### src/sv/aca_pkg.sv
// ----------------------------------------------------------------------------
// Arena chunk allocator package
// Shared constants, codes and record types of the chunk table.
// ----------------------------------------------------------------------------
`default_nettype none

package aca_pkg;

  // Fixed arena geometry.
  localparam int unsigned HEADER_BYTES = 40;
  localparam int unsigned ALIGN_BYTES  = 8;
  localparam int unsigned ARENA_BYTES  = 65536;
  localparam int unsigned MAX_CHUNKS   = 1024;

  // Largest arena that init may build.
  localparam int unsigned ARENA_CAP = (ARENA_BYTES < 65536) ? ARENA_BYTES : 65536;

  // Round-up reciprocal for the alignment divide, exact for 17-bit dividends.
  localparam int unsigned ALIGN_SH  = 17 + $clog2(ALIGN_BYTES);
  localparam int unsigned ALIGN_MUL = ((1 << ALIGN_SH) + ALIGN_BYTES - 1) / ALIGN_BYTES;
  localparam int unsigned MUL_W     = ALIGN_SH + 1;

  localparam logic [17:0] HDR18     = 18'(HEADER_BYTES);
  localparam logic [17:0] SPLIT_MIN = 18'(HEADER_BYTES + ALIGN_BYTES);

  typedef enum logic [1:0] {
    FUNC_INIT    = 2'd0,
    FUNC_ALLOC   = 2'd1,
    FUNC_FREE    = 2'd2,
    FUNC_REALLOC = 2'd3
  } func_e;

  typedef enum logic [1:0] {
    POL_FIRST     = 2'd0,
    POL_BEST      = 2'd1,
    POL_WORST     = 2'd2,
    POL_FIRST_ALT = 2'd3
  } policy_e;

  typedef enum logic {
    REG_FIT_POLICY  = 1'b0,
    REG_ARENA_BYTES = 1'b1
  } reg_e;

  typedef enum logic [3:0] {
    S_CLEAR,
    S_INIT_WR,
    S_IDLE,
    S_ALIGN_MUL,
    S_ALIGN_SCALE,
    S_SCAN,
    S_SCAN_LAST,
    S_DECIDE,
    S_COMMIT,
    S_DONE
  } state_e;

  typedef enum logic [1:0] {
    STEP_ALLOC,
    STEP_LOOKUP,
    STEP_RESIZE,
    STEP_MERGE
  } step_e;

  // One row of the chunk table.
  typedef struct packed {
    logic        valid;
    logic        used;
    logic [15:0] off;
    logic [16:0] size;
    logic [31:0] stamp;
  } entry_t;

  // Keys that steer one table walk.
  typedef struct packed {
    logic [15:0] blk;
    logic [16:0] key_at;
    logic [15:0] key_bf;
    logic [16:0] rs;
    logic [16:0] avail;
    policy_e     policy;
  } scan_key_t;

  // Findings of one table walk.
  typedef struct packed {
    logic   used_f;
    entry_t used_e;
    logic   at_f;
    entry_t at_e;
    logic   bf_f;
    entry_t bf_e;
    logic   slot_f;
    logic   sel_f;
    entry_t sel_e;
  } scan_res_t;

endpackage

`default_nettype wire

### src/sv/aca_scan.sv
// ----------------------------------------------------------------------------
// Chunk table walk matcher
// Looks at one table row per cycle and keeps the first used block at a
// given data address, the chunk at a given offset, the chunk ending at a
// given offset, the first empty row and the fit search choice.
// ----------------------------------------------------------------------------
`default_nettype none

module aca_scan #(
  parameter int unsigned IdxW = 10
) (
  input  logic               clk_i,
  input  logic               rst_ni,
  input  logic               start_i,
  input  logic               rd_vld_i,
  input  logic [IdxW-1:0]    rd_idx_i,
  input  aca_pkg::entry_t    rd_e_i,
  input  aca_pkg::scan_key_t key_i,
  output aca_pkg::scan_res_t res_o,
  output logic [IdxW-1:0]    used_idx_o,
  output logic [IdxW-1:0]    at_idx_o,
  output logic [IdxW-1:0]    bf_idx_o,
  output logic [IdxW-1:0]    slot_idx_o,
  output logic [IdxW-1:0]    sel_idx_o
);
  import aca_pkg::*;

  logic            used_f_q, at_f_q, bf_f_q, slot_f_q, hit_f_q, pick_f_q;
  entry_t          used_e_q, at_e_q, bf_e_q, hit_e_q, pick_e_q;
  logic [IdxW-1:0] used_idx_q, at_idx_q, bf_idx_q, slot_idx_q, hit_idx_q, pick_idx_q;

  logic [17:0] row_end;
  logic        m_used, m_at, m_bf, m_slot, cand, hit_upd, pick_upd;

  // Row matchers.
  assign row_end = {2'b0, rd_e_i.off} + HDR18 + {1'b0, rd_e_i.size};
  assign m_used  = rd_e_i.valid && rd_e_i.used &&
                   ({2'b0, rd_e_i.off} + HDR18 == {2'b0, key_i.blk});
  assign m_at    = rd_e_i.valid && ({1'b0, rd_e_i.off} == key_i.key_at);
  assign m_bf    = rd_e_i.valid && (row_end == {2'b0, key_i.key_bf});
  assign m_slot  = !rd_e_i.valid;
  assign cand    = rd_e_i.valid && !rd_e_i.used && (rd_e_i.size >= key_i.rs);

  // Fit search. Rows come in ascending order, so a later row only wins a
  // stamp tie-break with a strictly larger stamp.
  always_comb begin
    hit_upd  = 1'b0;
    pick_upd = 1'b0;
    if (cand) begin
      case (key_i.policy)
        POL_BEST: begin
          if (rd_e_i.size == key_i.rs) begin
            hit_upd = !hit_f_q || (rd_e_i.stamp > hit_e_q.stamp);
          end else begin
            pick_upd = !pick_f_q || (rd_e_i.size < pick_e_q.size) ||
                       ((rd_e_i.size == pick_e_q.size) && (rd_e_i.stamp > pick_e_q.stamp));
          end
        end
        POL_WORST: begin
          if (rd_e_i.size == key_i.avail) begin
            hit_upd = !hit_f_q || (rd_e_i.stamp > hit_e_q.stamp);
          end else if (rd_e_i.size != 17'd0) begin
            pick_upd = !pick_f_q || (rd_e_i.size > pick_e_q.size) ||
                       ((rd_e_i.size == pick_e_q.size) && (rd_e_i.stamp > pick_e_q.stamp));
          end
        end
        default: begin
          pick_upd = !pick_f_q || (rd_e_i.stamp > pick_e_q.stamp);
        end
      endcase
    end
  end

  // Found flags.
  always_ff @(posedge clk_i or negedge rst_ni) begin
    if (!rst_ni) begin
      used_f_q <= 1'b0;
      at_f_q   <= 1'b0;
      bf_f_q   <= 1'b0;
      slot_f_q <= 1'b0;
      hit_f_q  <= 1'b0;
      pick_f_q <= 1'b0;
    end else if (start_i) begin
      used_f_q <= 1'b0;
      at_f_q   <= 1'b0;
      bf_f_q   <= 1'b0;
      slot_f_q <= 1'b0;
      hit_f_q  <= 1'b0;
      pick_f_q <= 1'b0;
    end else if (rd_vld_i) begin
      if (m_used) used_f_q <= 1'b1;
      if (m_at) at_f_q <= 1'b1;
      if (m_bf) bf_f_q <= 1'b1;
      if (m_slot) slot_f_q <= 1'b1;
      if (hit_upd) hit_f_q <= 1'b1;
      if (pick_upd) pick_f_q <= 1'b1;
    end
  end

  // Captured rows and their indexes.
  always_ff @(posedge clk_i) begin
    if (rd_vld_i && !start_i) begin
      if (m_used && !used_f_q) begin
        used_e_q   <= rd_e_i;
        used_idx_q <= rd_idx_i;
      end
      if (m_at && !at_f_q) begin
        at_e_q   <= rd_e_i;
        at_idx_q <= rd_idx_i;
      end
      if (m_bf && !bf_f_q) begin
        bf_e_q   <= rd_e_i;
        bf_idx_q <= rd_idx_i;
      end
      if (m_slot && !slot_f_q) begin
        slot_idx_q <= rd_idx_i;
      end
      if (hit_upd) begin
        hit_e_q   <= rd_e_i;
        hit_idx_q <= rd_idx_i;
      end
      if (pick_upd) begin
        pick_e_q   <= rd_e_i;
        pick_idx_q <= rd_idx_i;
      end
    end
  end

  // An exact hit takes precedence over the running pick.
  assign res_o.used_f = used_f_q;
  assign res_o.used_e = used_e_q;
  assign res_o.at_f   = at_f_q;
  assign res_o.at_e   = at_e_q;
  assign res_o.bf_f   = bf_f_q;
  assign res_o.bf_e   = bf_e_q;
  assign res_o.slot_f = slot_f_q;
  assign res_o.sel_f  = hit_f_q || pick_f_q;
  assign res_o.sel_e  = hit_f_q ? hit_e_q : pick_e_q;

  assign used_idx_o = used_idx_q;
  assign at_idx_o   = at_idx_q;
  assign bf_idx_o   = bf_idx_q;
  assign slot_idx_o = slot_idx_q;
  assign sel_idx_o  = hit_f_q ? hit_idx_q : pick_idx_q;

endmodule

`default_nettype wire

### config.mk
export PLATFORM = sky130hd
export DESIGN_NAME = aca_scan
export DESIGN_NICKNAME = d
export VERILOG_FILES = /design/src/sv/aca_pkg.sv /design/src/sv/aca_scan.sv
export SDC_FILE = /design/constraint.sdc
export NUM_CORES = 1
export LEC_CHECK = 0
export BUFFER_PORTS_ARGS = -buffer_cell sky130_fd_sc_hd__buf_4
export CAP_MARGIN = 20
export CORE_MARGIN = 2
export CORE_UTILIZATION = 49
export CTS_BUF_LIST = sky130_fd_sc_hd__clkbuf_4
export CTS_CLUSTER_SIZE = 10
export DETAILED_ROUTE_END_ITERATION = 10
export PLACE_DENSITY = 0.79
export RECOVER_POWER = 50
export REMOVE_ABC_BUFFERS = 1
export SLEW_MARGIN = 5
export SYNTH_ARGS = -nofsm -noshare
export SYNTH_HDL_FRONTEND = slang
export SYNTH_SLANG_ARGS = --single-unit
### constraint.sdc
create_clock -name clk_i -period 5.73 [get_ports clk_i]
set_input_delay 0.8595 -clock clk_i [delete_from_list [all_inputs] [get_ports clk_i]]
set_output_delay 0.8595 -clock clk_i [all_outputs]
set_load 0.05 [all_outputs]
After elaboration in Yosys (flattened, before gate mapping) --
Index checks and enable logic that the tools add are counted.
Cells by class: $add $sub $neg 2, $lt $le $gt $ge 5, equal/unequal tests 9, multiplexer cells 29, reductions and logical operators 47
Operators with widths (count):
- 67-bit two-way mux | 1
- 32-bit greater-than comparator | 2
- 17-bit == test | 3
- 1-bit two-way mux | 25
- 2-bit AND reduction | 12
- 18-bit by 17-bit adder with 18-bit output | 1
- 18-bit by 16-bit == test with 1-bit output | 1
- 16-bit by 6-bit adder with 17-bit output, second input constant | 1
- 16-bit by 17-bit == test with 1-bit output | 1
- 17-bit by 16-bit == test with 1-bit output | 1
- 17-bit >= comparator | 1
- 17-bit greater-than comparator | 1
- 17-bit less-than comparator | 1
- 17-bit nonzero test | 1
- 1-bit logical AND | 12
- 2-bit nonzero test | 6
- 10-bit two-way mux | 1
- 1-bit logical NOT | 9
- 1-bit logical OR | 7
- 1-bit case mux with 2 select lines | 2
- 2-bit by 1-bit == test with 1-bit output, second input constant | 1
- 2-bit == test, second input constant | 1
- 2-bit inequality test, second input constant | 1
Word-level totals: flip-flop bits (word level) 401, output and inout bits 323

Depth between registers and ports, before layout --
Gate-level depths: netlist (run 1).
depth in word-level cells 10, mapped depth 16, gate-level depth less buffers 14

Worst setup path before layout (run 1) --
Ideal clock, no wire load.
kind input-to-reg, start point input rd_e_i[55] (netlist name), end point register bf_idx_q[0] (netlist: bf_idx_o[0]) (enable), library setup time 513 ps, arrival 7609 ps, path slack -2392 ps, stages 14, buffers on the path 1, cells stage by stage clkbuf_1 nand4_1 nor4_1 nand3_1 xnor2_1 ha_1 xnor2_1 a21oi_1 o211ai_1 a2111oi_2 o2111ai_1 or4_1 a2111o_1 nor2_1
On the way: longest elaborated chain between the ends 6
Ends and longest elaborated chain:
- start, declared | RTL line aca_scan.sv:17 | input aca_pkg::entry_t rd_e_i,
- 16-bit by 6-bit adder with 17-bit output | RTL line aca_scan.sv:36 | assign row_end = {2'b0, rd_e_i.off} + HDR18 + {1'b0, rd_e_i.size};
- 18-bit by 17-bit adder with 18-bit output | RTL line aca_scan.sv:36
- 18-bit by 16-bit == test with 1-bit output | RTL line aca_scan.sv:40 | assign m_bf = rd_e_i.valid && (row_end == {2'b0, key_i.key_bf});
- 1-bit logical AND | RTL line aca_scan.sv:40
- 1-bit logical AND | RTL line aca_scan.sv:111 | if (m_bf && !bf_f_q) begin
- 2-bit AND reduction (no source line)
- end signal, assigned | RTL line aca_scan.sv:113 | bf_idx_q <= rd_idx_i;
- end, declared | RTL line aca_scan.sv:30 | logic [IdxW-1:0] used_idx_q, at_idx_q, bf_idx_q, slot_idx_q, hit_idx_q, pick_idx_q;
Every way passes these cells. A chain may end at the register's enable or synchronous reset.

Final worst setup path (run 1) --
start point input rd_e_i[56] (netlist name), end point register bf_e_q (netlist bit res_o[96]) (enable)
On the way: longest elaborated chain between the ends 6
Ends and longest elaborated chain:
- 16-bit by 6-bit adder with 17-bit output | RTL line aca_scan.sv:36
- 18-bit by 17-bit adder with 18-bit output | RTL line aca_scan.sv:36
- 18-bit by 16-bit == test with 1-bit output | RTL line aca_scan.sv:40
- 1-bit logical AND | RTL line aca_scan.sv:40
- 1-bit logical AND | RTL line aca_scan.sv:111
- 2-bit AND reduction (no source line)
- end signal, assigned | RTL line aca_scan.sv:112 | bf_e_q <= rd_e_i;
- end, declared | RTL line aca_scan.sv:29 | entry_t used_e_q, at_e_q, bf_e_q, hit_e_q, pick_e_q;
Every way passes these cells.

==> results of run 1 <==
-- sequential cells by signal, summed over array words and instances, names as in the netlist, 10 cells and up --
| name | count |
|---|---|
| at_idx_o | 10 |
| slot_idx_o | 10 |
| res_o | 201 |
| used_idx_o | 10 |
| hit_e_q | 67 |
| bf_idx_o | 10 |
| pick_idx_q | 10 |
| pick_e_q | 67 |
| hit_idx_q | 10 |
-- layout make-up --
type,count,area (µm²)
Inverter,115,431.7
Clock buffer,140,1051
Multi-Input combinational cell,661,4994
Fill cell,2794,13080
Tap cell,461,576.8
Sequential cell,401,12020
Antenna cell,3,7.507
Clock inverter,38,237.7
Timing Repair Buffer,505,3000
-- layout by cell type (no fill, tap or decap), drive strengths merged, types with 5 or more instances in the layout --
| cell | synthesis | routed |
|---|---|---|
| mux2 | 30 | 30 |
| nor2 | 31 | 31 |
| or4 | 5 | 5 |
| nand2 | 77 | 77 |
| o21a | 12 | 12 |
| o31ai | 5 | 5 |
| xor2 | 40 | 40 |
| nor2b | 10 | 10 |
| nand4 | 32 | 32 |
| o21ai | 77 | 77 |
| ha | 118 | 118 |
| a211oi | 7 | 7 |
| o211ai | 9 | 9 |
| nor3 | 13 | 13 |
| a21o | 19 | 19 |
| nor4 | 14 | 14 |
| a21oi | 45 | 45 |
| clkbuf | 21 | 368 |
| inv | 115 | 119 |
| a2111oi | 6 | 6 |
| or3 | 6 | 6 |
| nand3 | 17 | 17 |
| clkinv | 0 | 30 |
| edfxtp | 395 | 395 |
| buf | 4 | 276 |
| xnor2 | 39 | 39 |
| dfrtp | 6 | 6 |
| a31oi | 5 | 5 |
-- per-layer routing --
layer  vias up  part of all wire [%]
met2       575                    51
met4         0                   3.0
met5         -                     0
met3        84                   8.6
met1      5968                    38
li1       5745                     -
-- critical path, stage by stage --
cell,delay (ns)
clkbuf_1,0.40
nand4_1,0.26
or3_1,0.42
nor2_1,0.12
nand2_1,0.10
xnor2_1,0.18
ha_1,0.44
and4_1,0.22
a21oi_1,0.21
o211ai_1,0.12
a2111oi_2,0.36
o2111ai_1,0.15
or4_1,0.56
a2111o_1,0.46
nor2_4,0.17
buf_12,0.27
-- power groups by stage --
stage                     combinational, mW  sequential [mW]  clock (mW)
after floorplan                       0.290             3.31           0
after global placement                0.565             3.30           0
after detailed placement              0.572             3.30           0
after CTS                             0.577             3.24        2.47
after global routing                  0.602             3.24        2.61
final                                 0.554             3.24        2.40
-- worst min-delay path by stage --
stage / end / slack, ns / cells after the start
floorplan: pick_f_q / 0.48 / 1
global placement: slot_f_q / 0.53 / 2
detailed placement: slot_f_q / 0.54 / 2
CTS: used_idx_o[5] / 0.20 / 1
global route: slot_f_q / 0.24 / 2
finish: slot_f_q / 0.29 / 2
-- cells by family after synthesis --
group | count (synthesis) | share of synthesized area (%)
flops | 401 | 68.62
simple gates | 225 | 6.476
compound gates | 207 | 7.327
buf+inv | 140 | 3.088
fa+ha+maj | 119 | 8.549
xor+xnor | 79 | 3.953
mux | 31 | 1.987
==> impl_metrics.tcl, run 1 <==
set metrics [dict create \
    hold_path.class "in2reg" \
    ys_warn_count 0 \
    ant_nets 0 \
    fin_nets 2068 \
    fin_tns_setup_ns 0 \
    gr-usage-met2_pct 43.67 \
    synth_largest_area_cell "edfxtp_1" \
    io-pin-count 489 \
    worstMarginPinSlew_ns 0.9937 \
    cts.sinks 401 \
    fmax_ghz 0.2022 \
    r2r-start "pick_e_q[29]" \
    cp.arrival_ns 5.38 \
    ir_worst_vdd_uv 196.0 \
    rows 69 \
    synth_ff_type "edfxtp_1" \
    place_area_um2 21870 \
    critical_path_required_ns 6.16 \
    fin_crit_ns 4.945 \
    crit_type "in2reg" \
    drt_wl_total_um 48210 \
    finalCritPeriodShare_pct 86.31 \
    core_area_um2 35400 \
    io_buffers 488 \
    clockRootBuffer "clkbuf_4" \
    synthArstFlopShare_pct 1.496 \
    hold_violations 0 \
    vias 12370 \
    dpl.cell_count 2142 \
    synth_area_leaders "edfxtp_1 68%, ha_1 8.4%, inv_1 2.5%" \
    fin_ws_ns 0.7847 \
    crit_start "rd_e_i[56]" \
    synthTopCellsByCount "395 x edfxtp_1, 118 x ha_1, 115 x inv_1" \
    syn_avg_cell_area_um2 14.56 \
    grt_use_total_pct 25.22 \
    endpoint "res_o[96]" \
    synth_seq_cells 401 \
    grt_pass1_wl_um 69990 \
    switchingPower_mw 1.485 \
    grt_pass1_vias 12390 \
    drcViolationCount 0 \
    h-tree-depth 3 \
    wl_per_cell_um 20.75 \
    drive_above_1_share_pct 25.27 \
    met3_usage_pct 6.063 \
    cp-end-kind "register" \
    ys_seq_area_share_pct 68.62 \
    drtIter0Drc 821 \
    yosysTopAreaCellShare_pct 67.76 \
    grtUsageMet1_pct 30.02 \
    slew_viol_final 0 \
    skew_ns 0.05978 \
    timing.rr.end "pick_e_q[31]" \
    syn_area_um2 17500 \
    sequentialPowerShare_pct 52.2 \
    holdBufCountCts 1 \
    setup_viol 0 \
    final_core_util_pct 63.04 \
    power_leakage_nw 8.634 \
    fin_cells 2324 \
    r2r_cells 10 \
    p_clk_share_pct 38.8 \
    power_per_cell_area_nw_per_um2 277.6 \
    initial_core_util_pct 49.45 \
    numCtsBuffers 99 \
    internal_power_mw 4.710 \
    cts_tree "built" \
    run_status "completed" \
    regToRegSetupSlack_ns 1.79 \
    via_per_inst 5.324 \
    die_area_um2 37250 \
    syn_to_final_growth_pct 27.48 \
    place.gp.congestion 0.9000 \
    preCtsSetupSlack_ns 0.4055 \
    critPathMaxFanout 48 \
    final_area_um2 22310 \
    min-delay-start "start_i" \
    post-synth-top-count-cell "edfxtp_1" \
    cts_max_path_buffers 3 \
    syn_inst 1202 \
    die_h_um 193.0 \
    slew_headroom_pct 33.76 \
    rsz0062_at_grt "false" \
    first_pass_iters 6 \
    grt_antenna_before_repair 2 \
    max_cap_violations 0 \
    whs_ns 0.2880 \
    path_clk_slew_ns 0.06 \
    power_frac_comb_pct 8.9 \
    die_w_um 193.0 \
    synth.distinct_cells 54 \
    post_cts_buffers 0 \
    hpwl_um 34720 \
    cts_resized 0 \
    switching_share_pct 23.97 \
    worst_skew_pair.late_latency_ns 0.81 \
    grt_max_degree 85 \
    synth_edf_count 395 \
    busiest_layer "met2" \
    grt-ovfl-total 0 \
    crit_path_start_kind "primary input" \
    total_power_mw 6.195 \
]
No activity file was read; power rests on OpenSTA's default activity.
==> inputs of run 2 (changes only) <==
Settings changed: CELL_PAD_IN_SITES_DETAIL_PLACEMENT set to 1, CELL_PAD_IN_SITES_GLOBAL_PLACEMENT set to 1, CORE_UTILIZATION 49 to 39, PLACE_DENSITY 0.79 to unset, PLACE_DENSITY_LB_ADDON set to 0.1.
==> run 2 against run 1 <==
Via count fell by 0.91%. Non-clock buffer count unchanged. Wire length is 14% higher. First-iteration DRC count down 29%. Register-to-register slack better by 0.26 ns. Combinational power grew 2%. Clock skew shrank 0.0029 ns. Count of clock-buffer cells in the layout grew 5. Cell count grew 5.9%. Critical path type unchanged. Critical endpoint is now res_o[107]. Highest routed layer unchanged.
==> impl_metrics.tcl, run 2 (synthesis results as in run 1) <==
set metrics [dict create \
    run_status "completed" \
    critPathMaxFanout 23 \
    critical_path_required_ns 6.22 \
    setup_viol 0 \
    fin_nets 2074 \
    slowest_stage "or4_1" \
    path_clk_slew_ns 0.06 \
    internal_power_mw 4.703 \
    cts_tree "built" \
    grt_pass1_wl_um 81720 \
    grt_antenna_before_repair 3 \
    finalCritPeriodShare_pct 85.35 \
    drt_wl_total_um 54910 \
    vias 12260 \
    worstMarginPinSlew_ns 1.061 \
    grt_pass1_vias 13270 \
    cp_cell_sequence "clkbuf_1 -> nand4_1 -> or3_1 -> nor2_1 -> nand2_1 -> xnor2_1 -> ha_1 -> and4_1 -> a21oi_1 -> o211ai_1 -> a2111oi_2 -> o2111ai_1 -> or4_1 -> a2111o_1 -> nor2_4 -> buf_12 -> buf_12" \
    drive_above_1_share_pct 25.46 \
    die_w_um 215.9 \
    cp-end-kind "register" \
    sequentialPowerShare_pct 51.9 \
    drcViolationCount 0 \
    io_buffers 488 \
    power_frac_comb_pct 9.1 \
    fin_crit_ns 4.891 \
    hold_violations 0 \
    crit_type "in2reg" \
    critPathMostFrequentCell "buf_12" \
    hold_path.class "in2reg" \
    largest_register_ff_count 201 \
    first_pass_iters 5 \
    max_cap_violations 0 \
    p_clk_share_pct 39.1 \
    initial_core_util_pct 39.58 \
    holdBufCountCts 1 \
    syn_to_final_growth_pct 28.67 \
    hpwl_um 40180 \
    cts_max_path_buffers 3 \
    mostFrequentLayoutCells "395 x edfxtp_1, 272 x buf_4, 225 x clkbuf_1, 145 x clkbuf_4, 118 x ha_1" \
    crit_path_start_kind "primary input" \
    skew_ns 0.05684 \
    layout_commonest_cell "edfxtp_1" \
    post_cts_buffers 0 \
    cts.sinks 401 \
    die_h_um 215.9 \
    ant_nets 0 \
    grt_use_total_pct 23.44 \
    numCtsBuffers 105 \
    place.gp.congestion 0.8694 \
    rows 77 \
    switching_share_pct 24.64 \
    max_stage_delay_ns 0.54 \
    grt-ovfl-total 0 \
    core_area_um2 44220 \
    power_leakage_nw 8.651 \
    ir_worst_vdd_uv 147.3 \
    slew_headroom_pct 27.46 \
    cts_resized 0 \
    slew_viol_final 0 \
    clockRootBuffer "clkbuf_4" \
    grt_max_degree 85 \
    h-tree-depth 3 \
    drtIter0Drc 583 \
    whs_ns 0.3082 \
    via_per_inst 4.983 \
    fmax_ghz 0.2045 \
    wl_per_cell_um 22.32 \
    power_per_cell_area_nw_per_um2 277.1 \
    final_core_util_pct 50.93 \
    worst_skew_pair.late_latency_ns 0.83 \
    cp.arrival_ns 5.38 \
    die_area_um2 46590 \
    switchingPower_mw 1.537 \
    rsz0062_at_grt "false" \
    io-pin-count 489 \
]
run 2: changes by cell type in the layout (fill, tap and decap cells not counted), moves of 2 or more:
cell      change
buf_12        +2
clkbuf_1      -3
clkbuf_4      +5
clkinv_4      +2
diode_2       +3
inv_2         -3
run 2: routing by layer:
| layer | vias up | wire length [µm] | global-route usage, % | part of all wire, % |
|---|---|---|---|---|
| li1 | 5736 | - | - | - |
| met5 | - | 0 | 0 | 0 |
| met1 | 6062 | 22640 | 28.98 | 41 |
| met4 | 0 | 1237 | 7.563 | 2.3 |
| met3 | 73 | 3221 | 5.779 | 5.9 |
| met2 | 388 | 27800 | 40.30 | 51 |
run 2: layout make-up:
| type | count | area [µm²] |
|---|---|---|
| antenna | 6 | 15.01 |
| clock buffer | 145 | 1089 |
| clock inverter | 35 | 209.0 |
| fill | 4684 | 21700 |
| inverter | 115 | 431.7 |
| multi-input combinational | 661 | 4986 |
| sequential | 401 | 12020 |
| tap | 592 | 740.7 |
| timing repair buffer | 505 | 3037 |
run 2: stage by stage:
step | setup slack, ns | setup TNS, ns | power [mW] | cells | instance area (µm²)
global placement | 0.4107 | 0 | 3.883 | 2273 | 22060
global route | 0.5996 | 0 | 6.525 | 2460 | 22520
detailed placement | 0.3803 | 0 | 3.895 | 2273 | 22060
CTS | 1.299 | 0 | 6.367 | 2454 | 23370
floorplan | -2.129 | -219.90 | 3.599 | 1177 | 17400
finish | 0.8393 | 0 | 6.240 | 2460 | 22520
run 2: critical path: cells and delay by family:
family	cells	cell delay (ns)
XOR/XNOR	1	0.19
adder cells (fa/ha/maj)	1	0.43
AO/OA/AOI/OAI	5	1.35
AND/OR/NAND/NOR	7	1.80
buffers and inverters	3	0.71
run 2: final timing paths:
path,start,endpoint,slack (ns),cells after the start
worst min-delay path,start_i,slot_f_q,0.31,2
max in group asynchronous,rst_ni,hit_f_q,4.85,2
worst max-delay path,rd_e_i[57],res_o[107],0.84,17
min in group asynchronous,rst_ni,at_f_q,0.52,2
worst min register to register,at_f_q,at_f_q,0.55,2
worst max register to register,pick_e_q[30],pick_e_q[40],2.05,10
run 2: power by group through the flow:
| stage | registers (mW) | logic (mW) | clock network (mW) |
|---|---|---|---|
| 2_1_floorplan | 3.31 | 0.290 | 0 |
| 3_3_place_gp | 3.30 | 0.584 | 0 |
| 3_5_place_dp | 3.30 | 0.595 | 0 |
| 4_1_cts | 3.24 | 0.598 | 2.53 |
| 5_1_grt | 3.24 | 0.624 | 2.66 |
| 6_report | 3.24 | 0.565 | 2.44 |
